`config.mk`:
```
export PLATFORM = sky130hd
export DESIGN_NAME = id_watch_list_filter
export DESIGN_NICKNAME = d
export VERILOG_FILES = /design/src/iwlf_pkg.sv /design/src/iwlf_out_reg.sv /design/src/id_watch_list_filter.sv
export VERILOG_INCLUDE_DIRS = /design/src /design/src/src
export SDC_FILE = /design/constraint.sdc
export NUM_CORES = 1
export LEC_CHECK = 0
export ABC_AREA = 1
export BUFFER_PORTS_ARGS = -buffer_cell sky130_fd_sc_hd__buf_4
export CAP_MARGIN = 20
export CORE_MARGIN = 5
export CORE_UTILIZATION = 55
export CTS_CLUSTER_DIAMETER = 150
export CTS_CLUSTER_SIZE = 14
export DETAILED_ROUTE_END_ITERATION = 7
export PLACE_DENSITY = 0.72
export SLEW_MARGIN = 20
export SYNTH_ARGS = -nofsm -noshare
export SYNTH_HDL_FRONTEND = slang
export SYNTH_SLANG_ARGS = --single-unit
```
`constraint.sdc`:
```
create_clock -name clk -period 4.2 [get_ports clk]
set_input_delay 0.63 -clock clk [delete_from_list [all_inputs] [get_ports clk]]
set_output_delay 0.63 -clock clk [all_outputs]
set_load 0.01 [all_outputs]
```
`src/id_watch_list_filter_assert.svh`:
```
// Assertion helpers for the watch list filter.
// All checks are sampled on clk and held off while rst is high.
`ifndef ID_WATCH_LIST_FILTER_ASSERT_SVH
`define ID_WATCH_LIST_FILTER_ASSERT_SVH

// Same-cycle implication.
`define IWLF_ASSERT_NOW(lbl, ante, cons, msg) \
  lbl: assert property (@(posedge clk) disable iff (rst) (ante) |-> (cons)) \
    else $error(msg);

// Next-cycle implication.
`define IWLF_ASSERT_NEXT(lbl, ante, cons, msg) \
  lbl: assert property (@(posedge clk) disable iff (rst) (ante) |=> (cons)) \
    else $error(msg);

`endif

```
`src/iwlf_pkg.sv`:
```
`timescale 1ns / 1ps

package iwlf_pkg;

  typedef enum logic [2:0] {
    ST_DONE        = 3'd0,
    ST_PRESENT     = 3'd1,
    ST_NOT_FOUND   = 3'd2,
    ST_FULL        = 3'd3,
    ST_UNSUPPORTED = 3'd4
  } status_t;

  typedef enum logic [1:0] {
    FW_NONE     = 2'd0,
    FW_ALL      = 2'd1,
    FW_SELECTED = 2'd2,
    FW_NO_MATCH = 2'd3
  } action_t;

  typedef enum logic [1:0] {
    FS_SILENT = 2'd0,
    FS_LIST   = 2'd1,
    FS_ALL    = 2'd2
  } filter_t;

  localparam logic [7:0] CC_CLEAR   = 8'd0;
  localparam logic [7:0] CC_ADD     = 8'd1;
  localparam logic [7:0] CC_REMOVE  = 8'd2;
  localparam logic [7:0] CC_SILENCE = 8'd3;
  localparam logic [7:0] CC_LIST    = 8'd4;
  localparam logic [7:0] CC_ALL     = 8'd5;

  localparam int COUNT_W = 5;

  // Result item, status in the lowest bits.
  typedef struct packed {
    logic [COUNT_W-1:0] count;
    filter_t            monitor;
    action_t            action;
    status_t            status;
  } result_t;

  localparam int RES_W    = $bits(result_t);
  localparam int M_DATA_W = ((RES_W + 7) / 8) * 8;

endpackage

```
`src/iwlf_out_reg.sv`:
```
`timescale 1ns / 1ps

// Output register: holds one result until the master side takes it.
module iwlf_out_reg
  import iwlf_pkg::*;
(
  input  logic                clk,
  input  logic                rst,
  input  logic                load,
  input  result_t             res,
  output logic                free,
  output logic                m_tvalid,
  input  logic                m_tready,
  output logic [M_DATA_W-1:0] m_tdata
);

  result_t data;
  logic    vld;

  assign free     = !vld || m_tready;
  assign m_tvalid = vld;
  assign m_tdata  = {{(M_DATA_W - RES_W){1'b0}}, data};

  always_ff @(posedge clk) begin
    if (rst) begin
      vld <= 1'b0;
    end else if (load) begin
      vld <= 1'b1;
    end else if (m_tready) begin
      vld <= 1'b0;
    end
  end

  always_ff @(posedge clk) begin
    if (load) begin
      data <= res;
    end
  end

endmodule

```
`src/id_watch_list_filter.sv`:
```
`timescale 1ns / 1ps
`include "id_watch_list_filter_assert.svh"

// Channel  Dir  tdata                                   tuser
// s_*      in   [7:0] control_code, [39:8] param_id      [0] mode
// m_*      out  [2:0] status, [4:3] forward_action,      -
//               [6:5] monitor_state, [11:7] entry_count
//
// Flow: an item without a search is accepted, then its result is made. A search
//   reads one entry a cycle until a hit or the end of the list (none on an
//   empty list); a removal then moves each entry after the hit down one place.
// Reset: synchronous; count cleared, list filtering on, list memory kept.
// Stalls: a waiting result sits in the output register while the next item
//   is taken; a finished item holds until that register is free.
module id_watch_list_filter
  import iwlf_pkg::*;
#(
  parameter int CAPACITY = 16
) (
  input  logic                clk,
  input  logic                rst,
  input  logic                s_tvalid,
  output logic                s_tready,
  input  logic [39:0]         s_tdata,   // [7:0] control_code, [39:8] param_id
  input  logic [0:0]          s_tuser,   // [0] mode
  output logic                m_tvalid,
  input  logic                m_tready,
  output logic [M_DATA_W-1:0] m_tdata    // status, forward_action, monitor_state,
                                         // entry_count, then zero pad
);

  localparam int IDXW = (CAPACITY > 1) ? $clog2(CAPACITY) : 1;
  localparam int CNTW = $clog2(CAPACITY + 1);
  localparam logic [CNTW-1:0] CAP_C = CNTW'(CAPACITY);

  typedef enum logic [3:0] {
    S_IDLE   = 4'b0001,
    S_SEARCH = 4'b0010,
    S_SHIFT  = 4'b0100,
    S_FIN    = 4'b1000
  } state_t;

  state_t          state;
  filter_t         filt;
  logic [CNTW-1:0] used;

  // Latched item.
  logic            mode_q;
  logic [7:0]      code_q;
  logic [31:0]     id_q;

  // Result under construction.
  status_t         res_status;
  action_t         res_action;

  // List memory and its read pipeline.
  logic [31:0]     mem [CAPACITY];
  logic [31:0]     rd_data;
  logic [CNTW-1:0] iss;      // next address to read
  logic            chk_vld;  // rd_data is valid this cycle
  logic [CNTW-1:0] chk_idx;  // address rd_data came from

  logic            rd_en;
  logic            match;
  logic            search_end;
  logic            shift_end;
  logic            we;
  logic [CNTW-1:0] waddr;
  logic [31:0]     wdata;

  logic            acc;
  logic            out_free;
  logic            out_load;
  result_t         res;
  logic [CNTW+COUNT_W-1:0] used_ext;

  assign acc      = s_tvalid && s_tready;
  assign s_tready = (state == S_IDLE);

  assign match = (state == S_SEARCH) && chk_vld && (rd_data == id_q);
  assign rd_en = ((state == S_SEARCH) && (iss < used) && !match) ||
                 ((state == S_SHIFT) && (iss < used));
  assign search_end = (state == S_SEARCH) && (match || (!rd_en && !chk_vld));
  assign shift_end  = (state == S_SHIFT) && !rd_en && !chk_vld;

  // Write port: append on an add of a new ID with room left, move down one place while shifting.
  always_comb begin
    we    = 1'b0;
    waddr = used;
    wdata = id_q;
    if (state == S_SHIFT) begin
      we    = chk_vld;
      waddr = chk_idx - 1'b1;
      wdata = rd_data;
    end else if (search_end && !mode_q && (code_q == CC_ADD) && !match &&
                 (used < CAP_C)) begin
      we = 1'b1;
    end
  end

  always_ff @(posedge clk) begin
    if (we) begin
      mem[waddr[IDXW-1:0]] <= wdata;
    end
    if (rd_en) begin
      rd_data <= mem[iss[IDXW-1:0]];
    end
  end

  always_ff @(posedge clk) begin
    if (rst) begin
      chk_vld <= 1'b0;
    end else begin
      chk_vld <= rd_en;
    end
  end

  always_ff @(posedge clk) begin
    if (rd_en) begin
      chk_idx <= iss;
    end
  end

  // Sequencer.
  always_ff @(posedge clk) begin
    if (rst) begin
      state <= S_IDLE;
      filt  <= FS_LIST;
      used  <= '0;
    end else begin
      case (state)
        S_IDLE: begin
          if (acc) begin
            if (s_tuser[0]) begin
              case (filt)
                FS_LIST: state <= S_SEARCH;
                default: state <= S_FIN;
              endcase
            end else begin
              case (s_tdata[7:0])
                CC_CLEAR: begin
                  used  <= '0;
                  state <= S_FIN;
                end
                CC_ADD, CC_REMOVE: state <= S_SEARCH;
                CC_SILENCE: begin
                  filt  <= FS_SILENT;
                  state <= S_FIN;
                end
                CC_LIST: begin
                  filt  <= FS_LIST;
                  state <= S_FIN;
                end
                CC_ALL: begin
                  filt  <= FS_ALL;
                  state <= S_FIN;
                end
                default: state <= S_FIN;
              endcase
            end
          end
        end
        S_SEARCH: begin
          if (search_end) begin
            if (!mode_q && (code_q == CC_ADD) && !match && (used < CAP_C)) begin
              used <= used + 1'b1;
            end
            if (!mode_q && (code_q == CC_REMOVE) && match) begin
              state <= S_SHIFT;
            end else begin
              state <= S_FIN;
            end
          end
        end
        S_SHIFT: begin
          if (shift_end) begin
            used  <= used - 1'b1;
            state <= S_FIN;
          end
        end
        S_FIN: begin
          if (out_free) begin
            state <= S_IDLE;
          end
        end
        default: state <= S_IDLE;
      endcase
    end
  end

  // Payload side of the sequencer: item latch, read address, result codes.
  always_ff @(posedge clk) begin
    if (rd_en) begin
      iss <= iss + 1'b1;
    end
    case (state)
      S_IDLE: begin
        if (acc) begin
          mode_q     <= s_tuser[0];
          code_q     <= s_tdata[7:0];
          id_q       <= s_tdata[39:8];
          iss        <= '0;
          if (s_tuser[0]) begin
            res_status <= ST_DONE;
            case (filt)
              FS_ALL:  res_action <= FW_ALL;
              default: res_action <= FW_NONE;
            endcase
          end else begin
            res_action <= FW_NONE;
            case (s_tdata[7:0])
              CC_CLEAR, CC_ADD, CC_REMOVE, CC_SILENCE, CC_LIST, CC_ALL:
                res_status <= ST_DONE;
              default: res_status <= ST_UNSUPPORTED;
            endcase
          end
        end
      end
      S_SEARCH: begin
        if (search_end) begin
          if (mode_q) begin
            res_action <= match ? FW_SELECTED : FW_NO_MATCH;
          end else if (code_q == CC_ADD) begin
            if (match) begin
              res_status <= ST_PRESENT;
            end else if (used >= CAP_C) begin
              res_status <= ST_FULL;
            end
          end else if (!match) begin
            res_status <= ST_NOT_FOUND;
          end else begin
            // Tail starts one past the hit.
            iss <= chk_idx + 1'b1;
          end
        end
      end
      default: ;
    endcase
  end

  // Result assembly; the count field keeps the low bits of the count.
  assign used_ext     = {{COUNT_W{1'b0}}, used};
  assign res.count    = used_ext[COUNT_W-1:0];
  assign res.monitor  = filt;
  assign res.action   = res_action;
  assign res.status   = res_status;
  assign out_load     = (state == S_FIN) && out_free;

  iwlf_out_reg u_out (
    .clk      (clk),
    .rst      (rst),
    .load     (out_load),
    .res      (res),
    .free     (out_free),
    .m_tvalid (m_tvalid),
    .m_tready (m_tready),
    .m_tdata  (m_tdata)
  );

  // Checks.
  `IWLF_ASSERT_NOW(a_used_bound, 1'b1, used <= CAP_C, "entry count above capacity")
  `IWLF_ASSERT_NEXT(a_busy_after_accept, acc, !s_tready, "item taken while busy")
  `IWLF_ASSERT_NEXT(a_append_grows, (state == S_SEARCH) && we,
                    used == $past(used) + 1'b1, "append did not grow the list")
  `IWLF_ASSERT_NOW(a_shift_write_order, (state == S_SHIFT) && chk_vld,
                   chk_idx != '0, "shift wrote below the list start")

endmodule
```
## After elaboration in Yosys (flattened, before gate mapping)

Memory sizes are Yosys's and may differ from the RTL's. A register that Yosys moved wholly into a read port is not among the register bits.
Cells that the tools add are included.

- Flip-flop bits (word level): 81
- Bits in latches: 0
- RAM bits: 512
- Memory bits (read-only): 0
- Bits of input ports: 45
- Output and inout port bits: 18
- Logic and storage cells: 141
- Memories kept: 1

Memories:

| name | words | bits a word | rd ports | clocked after memory_dff | write ports | RTL line | text |
|---|---|---|---|---|---|---|---|
| mem | 16 | 32 | 1 | 1 | 1 | id_watch_list_filter.sv:57 | `logic [31:0] mem [CAPACITY];` |

- Add/sub/neg operators: 5
- Multipliers: 0
- Div/mod/pow operators: 0
- $lt $le $gt $ge: 3
- Eq/ne operators: 25
- Shift operators: 0
- Muxes and demuxes: 49
- Bitwise logic cells: 1
- Reductions and logical operators: 41

Operators by type and width:

| operator | number |
|---|---|
| $mux W5 | 12 |
| $mux W4 | 9 |
| $eq A32 B32 Y1 | 1 |
| $mux W32 | 1 |
| $mux W3 | 9 |
| $eq A8 B2 Y1 const B | 3 |
| $logic_and A1 B1 Y1 | 20 |
| $eq A8 B1 Y1 const B | 2 |
| $eq A8 B3 Y1 const B | 2 |
| $pmux W4 S4 | 1 |
| $add A5 B1 Y5 const B | 3 |
| $pmux W5 S3 | 1 |
| $ne A2 B2 Y1 const B | 6 |
| $reduce_and A4 Y1 | 3 |
| $pmux W5 S2 | 1 |
| $logic_not A8 Y1 | 1 |
| $mux W1 | 8 |
| $mux W2 | 4 |
| $reduce_and A7 Y1 | 1 |
| $ne A2 B1 Y1 const B | 3 |
| $pmux W2 S3 | 1 |
| $pmux W3 S2 | 1 |
| $reduce_and A6 Y1 | 1 |
| $reduce_bool A3 Y1 | 2 |
| 21 further kinds | 28 |

## Depth between registers and ports, before layout

Gate-level depths: netlist of the first run.

- Depth in word-level cells: 18
- Mapped depth: 16
- Gate-level depth less buffers: 16

## Modules after synthesis

Synthesis of the first run repeated with hierarchy kept, for this count alone.

- Cell total of the unflattened synthesis: 2065
- Area total of the unflattened synthesis: 25346.8 µm²

Modules (own cells, without submodules):

| module | times used | cells an instance | area an instance (µm²) | sequential area each (µm²) |
|---|---|---|---|---|
| id_watch_list_filter | 1 | 2043 | 24910.1 | 18207.5 |
| iwlf_out_reg | 1 | 22 | 436.7 | 380.4 |

## Worst setup path after synthesis of the first run

OpenSTA, ideal clock, no wires.

- Path kind: register to register
- Start: register used[4]
- End: memory mem[11][0], enable pin
- Setup time: 0.421 ns
- Arrival: 3.106 ns
- Required time: 3.779 ns
- Slack: 0.673 ns
- Stages on the path, launching flop included: 13
- Buffers on the path: 0
- Period minus slack after synthesis: 3.527 ns
- Cell sequence: dfxtp_1 -> inv_1 -> ha_1 -> nand2_1 -> nor2_1 -> nand2_1 -> nand3_1 -> nor2_1 -> o31ai_2 -> nand3_1 -> o21ai_2 -> nand3_2 -> nor2_1

- Word-level cells in the longest chain between the ends: 16

RTL lines:

| what | RTL line | text |
|---|---|---|
| start: declaration | id_watch_list_filter.sv:45 | `logic [CNTW-1:0] used;` |
| start signal: assignment | id_watch_list_filter.sv:166 | `used <= used + 1'b1;` |
| start signal: assignment | id_watch_list_filter.sv:177 | `used <= used - 1'b1;` |
| $lt A5 B5 Y1 | id_watch_list_filter.sv:81, id_watch_list_filter.sv:82 |  |
| $logic_and A1 B1 Y1 (2 in series) | id_watch_list_filter.sv:81 | `assign rd_en = ((state == S_SEARCH) && (iss < used) && !match) \|\|` |
| $logic_or A1 B1 Y1 | id_watch_list_filter.sv:81 |  |
| $logic_not A1 Y1 | id_watch_list_filter.sv:83 | `assign search_end = (state == S_SEARCH) && (match \|\| (!rd_en && !chk_vld));` |
| $logic_and A1 B1 Y1 | id_watch_list_filter.sv:83 |  |
| $logic_or A1 B1 Y1 | id_watch_list_filter.sv:83 |  |
| $logic_and A1 B1 Y1 | id_watch_list_filter.sv:83 |  |
| $logic_and A1 B1 Y1 (3 in series) | id_watch_list_filter.sv:95 | `end else if (search_end && !mode_q && (code_q == CC_ADD) && !match &&` |
| $logic_and A1 B1 Y1 * | id_watch_list_filter.sv:95 |  |
| $mux W1 * | id_watch_list_filter.sv:95 |  |
| $mux W1 * | id_watch_list_filter.sv:91 | `if (state == S_SHIFT) begin` |
| $mux W1 * | id_watch_list_filter.sv:102 | `if (we) begin` |
| $mux W1 (not written as such) * | id_watch_list_filter.sv:103 | `mem[waddr[IDXW-1:0]] <= wdata;` |
| end: declaration | id_watch_list_filter.sv:57 |  |

Every way passes the cells marked *; elsewhere a longest branch is shown, timed or not.

## Worst setup path in the final report of the first run

- Start: register id_q[6]
- End: memory mem[3][13], enable pin

- Word-level cells in the longest chain between the ends: 17

RTL lines:

| what | RTL line | text |
|---|---|---|
| start: declaration | id_watch_list_filter.sv:50 | `logic [31:0] id_q;` |
| start signal: assignment | id_watch_list_filter.sv:201 | `id_q <= s_tdata[39:8];` |
| $eq A32 B32 Y1 * | id_watch_list_filter.sv:80 | `assign match = (state == S_SEARCH) && chk_vld && (rd_data == id_q);` |
| $logic_and A1 B1 Y1 * | id_watch_list_filter.sv:80 |  |
| $logic_not A1 Y1 | n/a |  |
| $logic_and A1 B1 Y1 | id_watch_list_filter.sv:81 |  |
| $logic_or A1 B1 Y1 | id_watch_list_filter.sv:81 |  |
| $logic_not A1 Y1 | id_watch_list_filter.sv:83 |  |
| $logic_and A1 B1 Y1 | id_watch_list_filter.sv:83 |  |
| $logic_or A1 B1 Y1 | id_watch_list_filter.sv:83 |  |
| $logic_and A1 B1 Y1 | id_watch_list_filter.sv:83 |  |
| $logic_and A1 B1 Y1 (2 in series) | id_watch_list_filter.sv:95 |  |
| $logic_and A1 B1 Y1 * (2 in series) | id_watch_list_filter.sv:95 |  |
| $mux W1 * | id_watch_list_filter.sv:95 |  |
| $mux W1 * | id_watch_list_filter.sv:91 |  |
| $mux W1 * | id_watch_list_filter.sv:102 |  |
| $mux W1 (not written as such) * | id_watch_list_filter.sv:103 |  |

Marks and branches as above.

==> run metrics, run 1 <==
combinational share of power=13.7%; P_leak=9.910 nW; GPL Wtd Cong=0.8465; core area=45190 µm²; Clock Skew=12.99 ps; Worst Tran Pin Value=1118 ps; Setup CP Type=flip-flop to flip-flop; die width=223.5 µm; Reg clk slew, reported paths=70 ps; RSZ-0062 raised after global routing=false; worst vdd ir=375.5 µV; Clk pwr share=31.9%; Post-Syn Instances=1988; max-cap violations=0; first-pass GRT wire length=93380 µm; Avg Vias per Cell=5.957; FMAX=0.2895 GHz; Final TNS setup=0 ps; CP startpoint kind=flip-flop; cell-internal power=0.009997 W; #FFs+latches synth=625; CTS Root Cell=clkbuf_16; Main synth FF type=edfxtp_1; initial antenna violation count=0; Switch Pwr=0.003488 W; Syn-to-layout area delta=11.48%; IO buf count=58; die area=49930 µm²; vias in the first global route=15591; post-layout util=61.83%; top fanout value on the critical path=32; Mapped Area=25060 µm²; largest net degree at the start of global routing=111; met1 global-route usage=33.97%; sequential share of power=54.4%; met2 usage=40.41%; met3 usage=4.342%; Cell variety after synth=41; Starting Density=55.46%; # resized after CTS=0; CTS H-tree lvls=2; Final Net Count=2112; Worst-Skew Late Latency=590 ps; largest buffer count on any clock path=3; CP arrival=3670 ps; CTS Hold Buffers Added=0; CTS sink cnt=625; Hold Vio Cnt, Final=0; Vias=15954; # DRC=0; post-synthesis sequential area ratio=74.17%; die height=223.5 µm; Slew HR=25.03%; WL/cell=22.99 µm; CP Data Required Time=4420 ps; detailed placement HPWL=35460 µm; Synth warnings=0; # rows=78; final setup fails=0; Pwr Density=482.7 nW/µm²; min Tclk post-route=3454 ps; GRT Total Usage=24.56%; Top-Level Pins=63; gr ovfl total=0; sw frac=25.87%; DRT iter0 DRCs=2034; Post-synth ARST share=0%; status=finished clean; Setup Buffers After CTS=0; critical path endpoint category=flip-flop; fin. max-slew vios=0; class of the worst hold path=primary input to flip-flop; TritonCTS buffer count=50; layout cell share with drive strength beyond 1=11.74%; total wire length=61570 µm; post-route ant nets=0; DR pass1 iterations=6; syn_area_per_cell=12.61 µm²; ant diodes=0; grt peak-use layer=met2; clock tree from TritonCTS=done; Tcrit/Tclk final=82.24%; number of synthesized flops with an enable pin=607
[synthesized netlist by cell type (2+ instances only)]
master,number,area share (%)
a221oi_1,39,1.4
nor4_2,2,0.10
nor2_1,198,3.0
nor3_1,5,0.10
xor2_1,9,0.31
nand3_4,2,0.14
buf_2,5,0.10
o21ai_0,204,4.1
nand3_2,5,0.20
o211ai_1,2,0.060
o21ai_1,2,0.040
clkbuf_1,89,1.3
a21oi_1,88,1.8
ha_1,10,0.50
inv_2,7,0.10
inv_1,97,1.5
nand3_1,75,1.5
nand2_1,373,5.6
nand4_1,34,0.85
nor2_4,2,0.090
nand2_2,2,0.050
nor4_1,2,0.050
edfxtp_1,607,73
nor2_2,6,0.15
clkinv_1,3,0.045
buf_4,4,0.12
buf_1,11,0.16
o22ai_1,43,1.1
dfxtp_1,18,1.4
xnor2_1,7,0.24
o221ai_1,25,0.87
or2_2,3,0.075
[flip-flops by register name, indices dropped and copies added, names as in the netlist]
signal	cells
res_status	3
chk_idx	5
chk_vld	1
used	5
iss	5
rd_data	32
u_out.m_tvalid	1
mode_q	1
u_out.m_tdata	12
id_q	32
res_action	2
mem	512
filt	2
code_q	8
state	4
[cell families (layout without fill, tap and decap cells)]
kind of cell	count (synthesis)	after routing	share of synthesized area (%)
compound gates	409	409	9.461
xor+xnor	16	16	0.5592
fa+ha+maj	11	11	0.5791
buf+inv	216	303	3.320
flops	625	625	74.17
other cells	1	4	0.01496
simple gates	710	710	11.90
[final cells by class]
| class | instances | area, µm² |
|---|---|---|
| Timing Repair Buffer | 122 | 957.2 |
| Fill cell | 3344 | 17250 |
| Clock buffer | 73 | 1401 |
| Multi-Input combinational cell | 1150 | 5821 |
| Inverter | 107 | 406.6 |
| Clock inverter | 1 | 7.507 |
| Sequential cell | 625 | 18600 |
| Tap cell | 600 | 750.7 |
[per-layer routing]
layer	vias to the layer above	part of all wire [%]
met5	-	0
met4	0	2.6
met3	109	9.1
met2	756	49
met1	7787	40
li1	7302	-
[final timing paths]
kind | start | end | slack, ps | depth (start not counted)
worst max-delay path | id_q[6] | mem[3][13] | 750 | 14
worst min-delay path | s_tdata[38] | id_q[30] | 210 | 1
worst max register to register | id_q[6] | mem[3][13] | 750 | 14
worst min register to register | res_action[0] | u_out.m_tdata[3] | 420 | 0
[worst max-delay path, stage by stage (launching register included)]
cell and delay (ps):
edfxtp_1 440, nand2_1 100, nand2_1 80, nor2_1 180
nand2_1 70, nor2_1 240, nand2_1 180, nor2_1 230
nand2_2 150, o31ai_2 130, nand3_1 150, o21ai_2 180
nand3_2 300, nor2_4 140, buf_4 500
[metrics by stage]
step,area (µm²),instances,setup slack (ps),hold slack [ps],power [W]
after floorplan,25070,1991,672.6,400.3,0.008626
after detailed placement,26490,2603,784.3,409.0,0.009290
after global routing,27940,2678,552.6,190.2,0.01403
after global placement,26490,2603,917.7,405.6,0.009229
after CTS,27900,2677,753.0,179.3,0.01353
final,27940,2678,745.8,210.5,0.01349
[power by group through the flow]
stage / combinational, W / clock, W / sequential (W)
after floorplan: 0.00121 / 0 / 0.00742
after global placement: 0.00176 / 0 / 0.00746
after detailed placement: 0.00181 / 0 / 0.00748
after CTS: 0.00182 / 0.00436 / 0.00734
after global routing: 0.00204 / 0.00463 / 0.00736
final: 0.00184 / 0.00430 / 0.00734
[cell usage in the layout, fill, tap and decap left out, drive strengths merged, types with 2 or more instances in the layout]
cell type  Yosys  layout
a21oi         89      89
xor2           9       9
nor4           4       4
nand3         82      82
o22ai         43      43
nor2         206     206
xnor2          7       7
o211ai         2       2
edfxtp       607     607
a221oi        39      39
nor3           5       5
conb           1       4
nand2        376     376
clkinv         3       4
ha            10      10
clkbuf        89      74
o21ai        207     207
o221ai        25      25
buf           20     121
dfxtp         18      18
nand4         34      34
inv          104     103
or2            3       3
(Power assumes the default switching activity.)
==> run 2: changes to the inputs <==
- ABC_AREA: 1 -> 0
- clock period: 4.2 -> 3.44 ns (I/O delays scaled with it)
==> run 2 against run 1 <==
Compared with the run above:
- count of clock-buffer cells in the layout down 6
- fmax up 3.8%
- clock skew up 19 ps
- largest power group unchanged
==> run metrics, run 2 <==
CP Data Required Time=3610 ps (-810 ps); Synth area leader=edfxtp_1; top fanout value on the critical path=37 (+16%); gr ovfl total=0 (unchanged); number of synthesized flops with an enable pin=607 (unchanged); clock tree from TritonCTS=done; DRT iter0 DRCs=1505 (-26%); ant diodes=0 (unchanged); Avg Vias per Cell=6.214 (+4.3%); Synth top cells by count=edfxtp_1 (607), nand2_1 (174), mux2i_1 (108); Cell variety after synth=56 (+37%); Post-Syn Instances=1444 (-27%); syn_area_per_cell=17.19 µm² (+36%); WL/cell=26.54 µm (+15%); Synth warnings=0 (unchanged); CP startpoint kind=flip-flop; final setup fails=0 (unchanged); FMAX=0.3004 GHz (+3.8%); IO buf count=58 (unchanged); Top-Level Pins=63 (unchanged); worst vdd ir=392.0 µV (+4.4%); Pwr Density=500.1 nW/µm² (+3.6%); core area=44410 µm² (-1.7%); fin. max-slew vios=0 (unchanged); #FFs+latches synth=625 (unchanged); # DRC=0 (unchanged); Worst Tran Pin Value=1128 ps (+10.27 ps); RSZ-0062 raised after global routing=false; CTS Hold Buffers Added=0 (unchanged); share of the synthesized area in the top cell type=73.42% (+0.69 points); CTS sink cnt=625 (unchanged); die height=222.5 µm (-0.45%); detailed placement HPWL=33300 µm (-6.1%); Cell Area, Placed=26500 µm² (about the same); Clk pwr share=37.4% (+5.5 points); Syn-to-layout area delta=12.83%; commonest non-fill, non-tap cell in the layout=edfxtp_1; CTS Root Cell=clkbuf_16; Main synth FF type=edfxtp_1; die width=222.5 µm (-0.45%); worst path cell trace=xnor2_1 > or4b_2 > or4_4 > or3_4 > nand3_4 > inv_2; Top Family by Delay on Critical Path=simple AND/OR/NAND/NOR gates; Starting Density=55.89% (+0.43 points); cell-internal power=0.01121 W (+12%); Slew HR=24.70% (-0.33 points); CTS H-tree lvls=2 (unchanged); slowest stage delay, CP=630 ps (+130 ps); Final Net Count=1605 (-24%); Synth Area in XOR/XNOR=1.482% (+0.92 points); DR pass1 iterations=7 (+1); post-route ant nets=0 (unchanged); sequential share of power=60.4% (+6.0 points); layout cell share with drive strength beyond 1=19.40% (+7.7 points); simple-gate portion of the synthesized area=5.070% (-6.8 points); Tcrit/Tclk final=96.77% (+15 points); Hold Vio Cnt, Final=0 (unchanged); GRT Total Usage=22.87% (-1.7 points); largest buffer count on any clock path=3 (unchanged); Vias=13415 (-16%); most frequent cells in the layout=edfxtp_1 (607), nand2_1 (174), mux2i_1 (108); min Tclk post-route=3329 ps (-125.3 ps); largest family of logic cells by synthesized area=multiplexers; WP buf/inv=1 (unchanged); Hold Slack=81.56 ps (-129.0 ps); GPL Wtd Cong=0.8168 (-3.5%); combinational share of power=2.2% (-11 points); number of flip-flops in the largest register=512 (unchanged); Slowest cell on crit path=or4b_2; class of the worst hold path=primary input to flip-flop; Switch Pwr=0.002800 W (-20%); vias in the first global route=13384 (-14%); CP arrival=3500 ps (-170 ps); die area=49490 µm² (-0.90%); largest net degree at the start of global routing=120 (+8.1%); Mapped Area=24830 µm² (-0.94%); Reg clk slew, reported paths=60 ps (about the same); complex-gate fraction of the synthesized area=5.257% (-4.2 points); P_leak=8.919 nW (-10%); status=finished clean; total wire length=57300 µm (-6.9%); count leader, synth=edfxtp_1; initial antenna violation count=0 (unchanged); critical path endpoint category=flip-flop; TritonCTS buffer count=50 (unchanged); Adder-Cell Fraction of Synth Area=0.5846% (+0.0055 points); post-synthesis mux area share=11.29% (+11 points); # rows=77 (-1.3%); post-synthesis sequential area ratio=74.88% (+0.71 points); Post-synth ARST share=0% (unchanged); max-cap violations=0 (unchanged); Clock Skew=32.14 ps (+19.15 ps); Synth area leaders=edfxtp_1 (73%), mux4_2 (5.8%), mux2i_1 (4.4%); post-layout util=63.06% (+1.2 points); Worst-Skew Late Latency=610 ps (+20 ps); sw frac=19.99% (-5.9 points); cell area after layout=28010 µm² (+0.25%); Setup CP Type=flip-flop to flip-flop; first-pass GRT wire length=85170 µm (-8.8%)
## run 2: cell types whose count changed after synthesis, moves of 64 or more
cell     before  now
mux2i_1       0  108
nand2_1     373  174
inv_1        97   13
nor2_1      198   21
o21ai_0     204   67
mux4_2        0   64
## run 2: final timing paths
check,start,end,slack (ps),cells past startpoint
max reg2reg,id_q[25],rd_data[8],110,6
min reg2reg,res_action[0],u_out.m_tdata[3],410,0
min,s_tdata[24],id_q[16],80,1
max,id_q[25],rd_data[8],110,6
## run 2: cells by family after synthesis
group / after synthesis
flip-flops: 625
buffers and inverters: 87
multiplexers: 197
AO/OA/AOI/OAI: 204
XOR/XNOR: 42
adder cells (fa/ha/maj): 11
AND/OR/NAND/NOR: 277
other: 1
## run 2: layout make-up
type | instances | area [µm²]
Clock buffer | 67 | 1336
Clock inverter | 3 | 57.56
Fill cell | 3028 | 16400
Inverter | 14 | 53.80
Multi-Input combinational cell | 735 | 6060
Sequential cell | 625 | 18600
Tap cell | 592 | 740.7
Timing Repair Buffer | 123 | 1164
## run 2: stage by stage
step	instances	power [W]	setup TNS, ps	worst slack [ps]
3_5_place_dp	2078	0.008930	-290.7	-18.75
4_1_cts	2148	0.01407	0	5.564
6_report	2159	0.01401	0	111.1
3_3_place_gp	2078	0.008915	-2255	-109.5
2_1_floorplan	1447	0.008760	-177790	-926.0
5_1_grt	2159	0.01444	0	17.02
## run 2: repair_timing
action | in CTS | in global routing
pin swaps | 2 | 4
buffers inserted | 0 | 9
resized for setup | 0 | 1
setup endpoints to repair | 22 | 81
gates cloned | 0 | 0
## run 2: power groups by stage
stage | registers (W) | logic [W] | clock network (W)
6_report | 0.00846 | 0.000311 | 0.00524
5_1_grt | 0.00845 | 0.000336 | 0.00565
4_1_cts | 0.00846 | 0.000309 | 0.00530
3_5_place_dp | 0.00862 | 0.000308 | 0
3_3_place_gp | 0.00862 | 0.000296 | 0
2_1_floorplan | 0.00861 | 0.000151 | 0
## run 2: metal layers
metal  part of all wire (%)  routed length (µm)  GRT usage (%)
met2                     49               28280          37.50
met1                     40               23130          32.54
met5                      0                   0              0
met3                    8.0                4584          4.316
met4                    2.3                1315          5.316
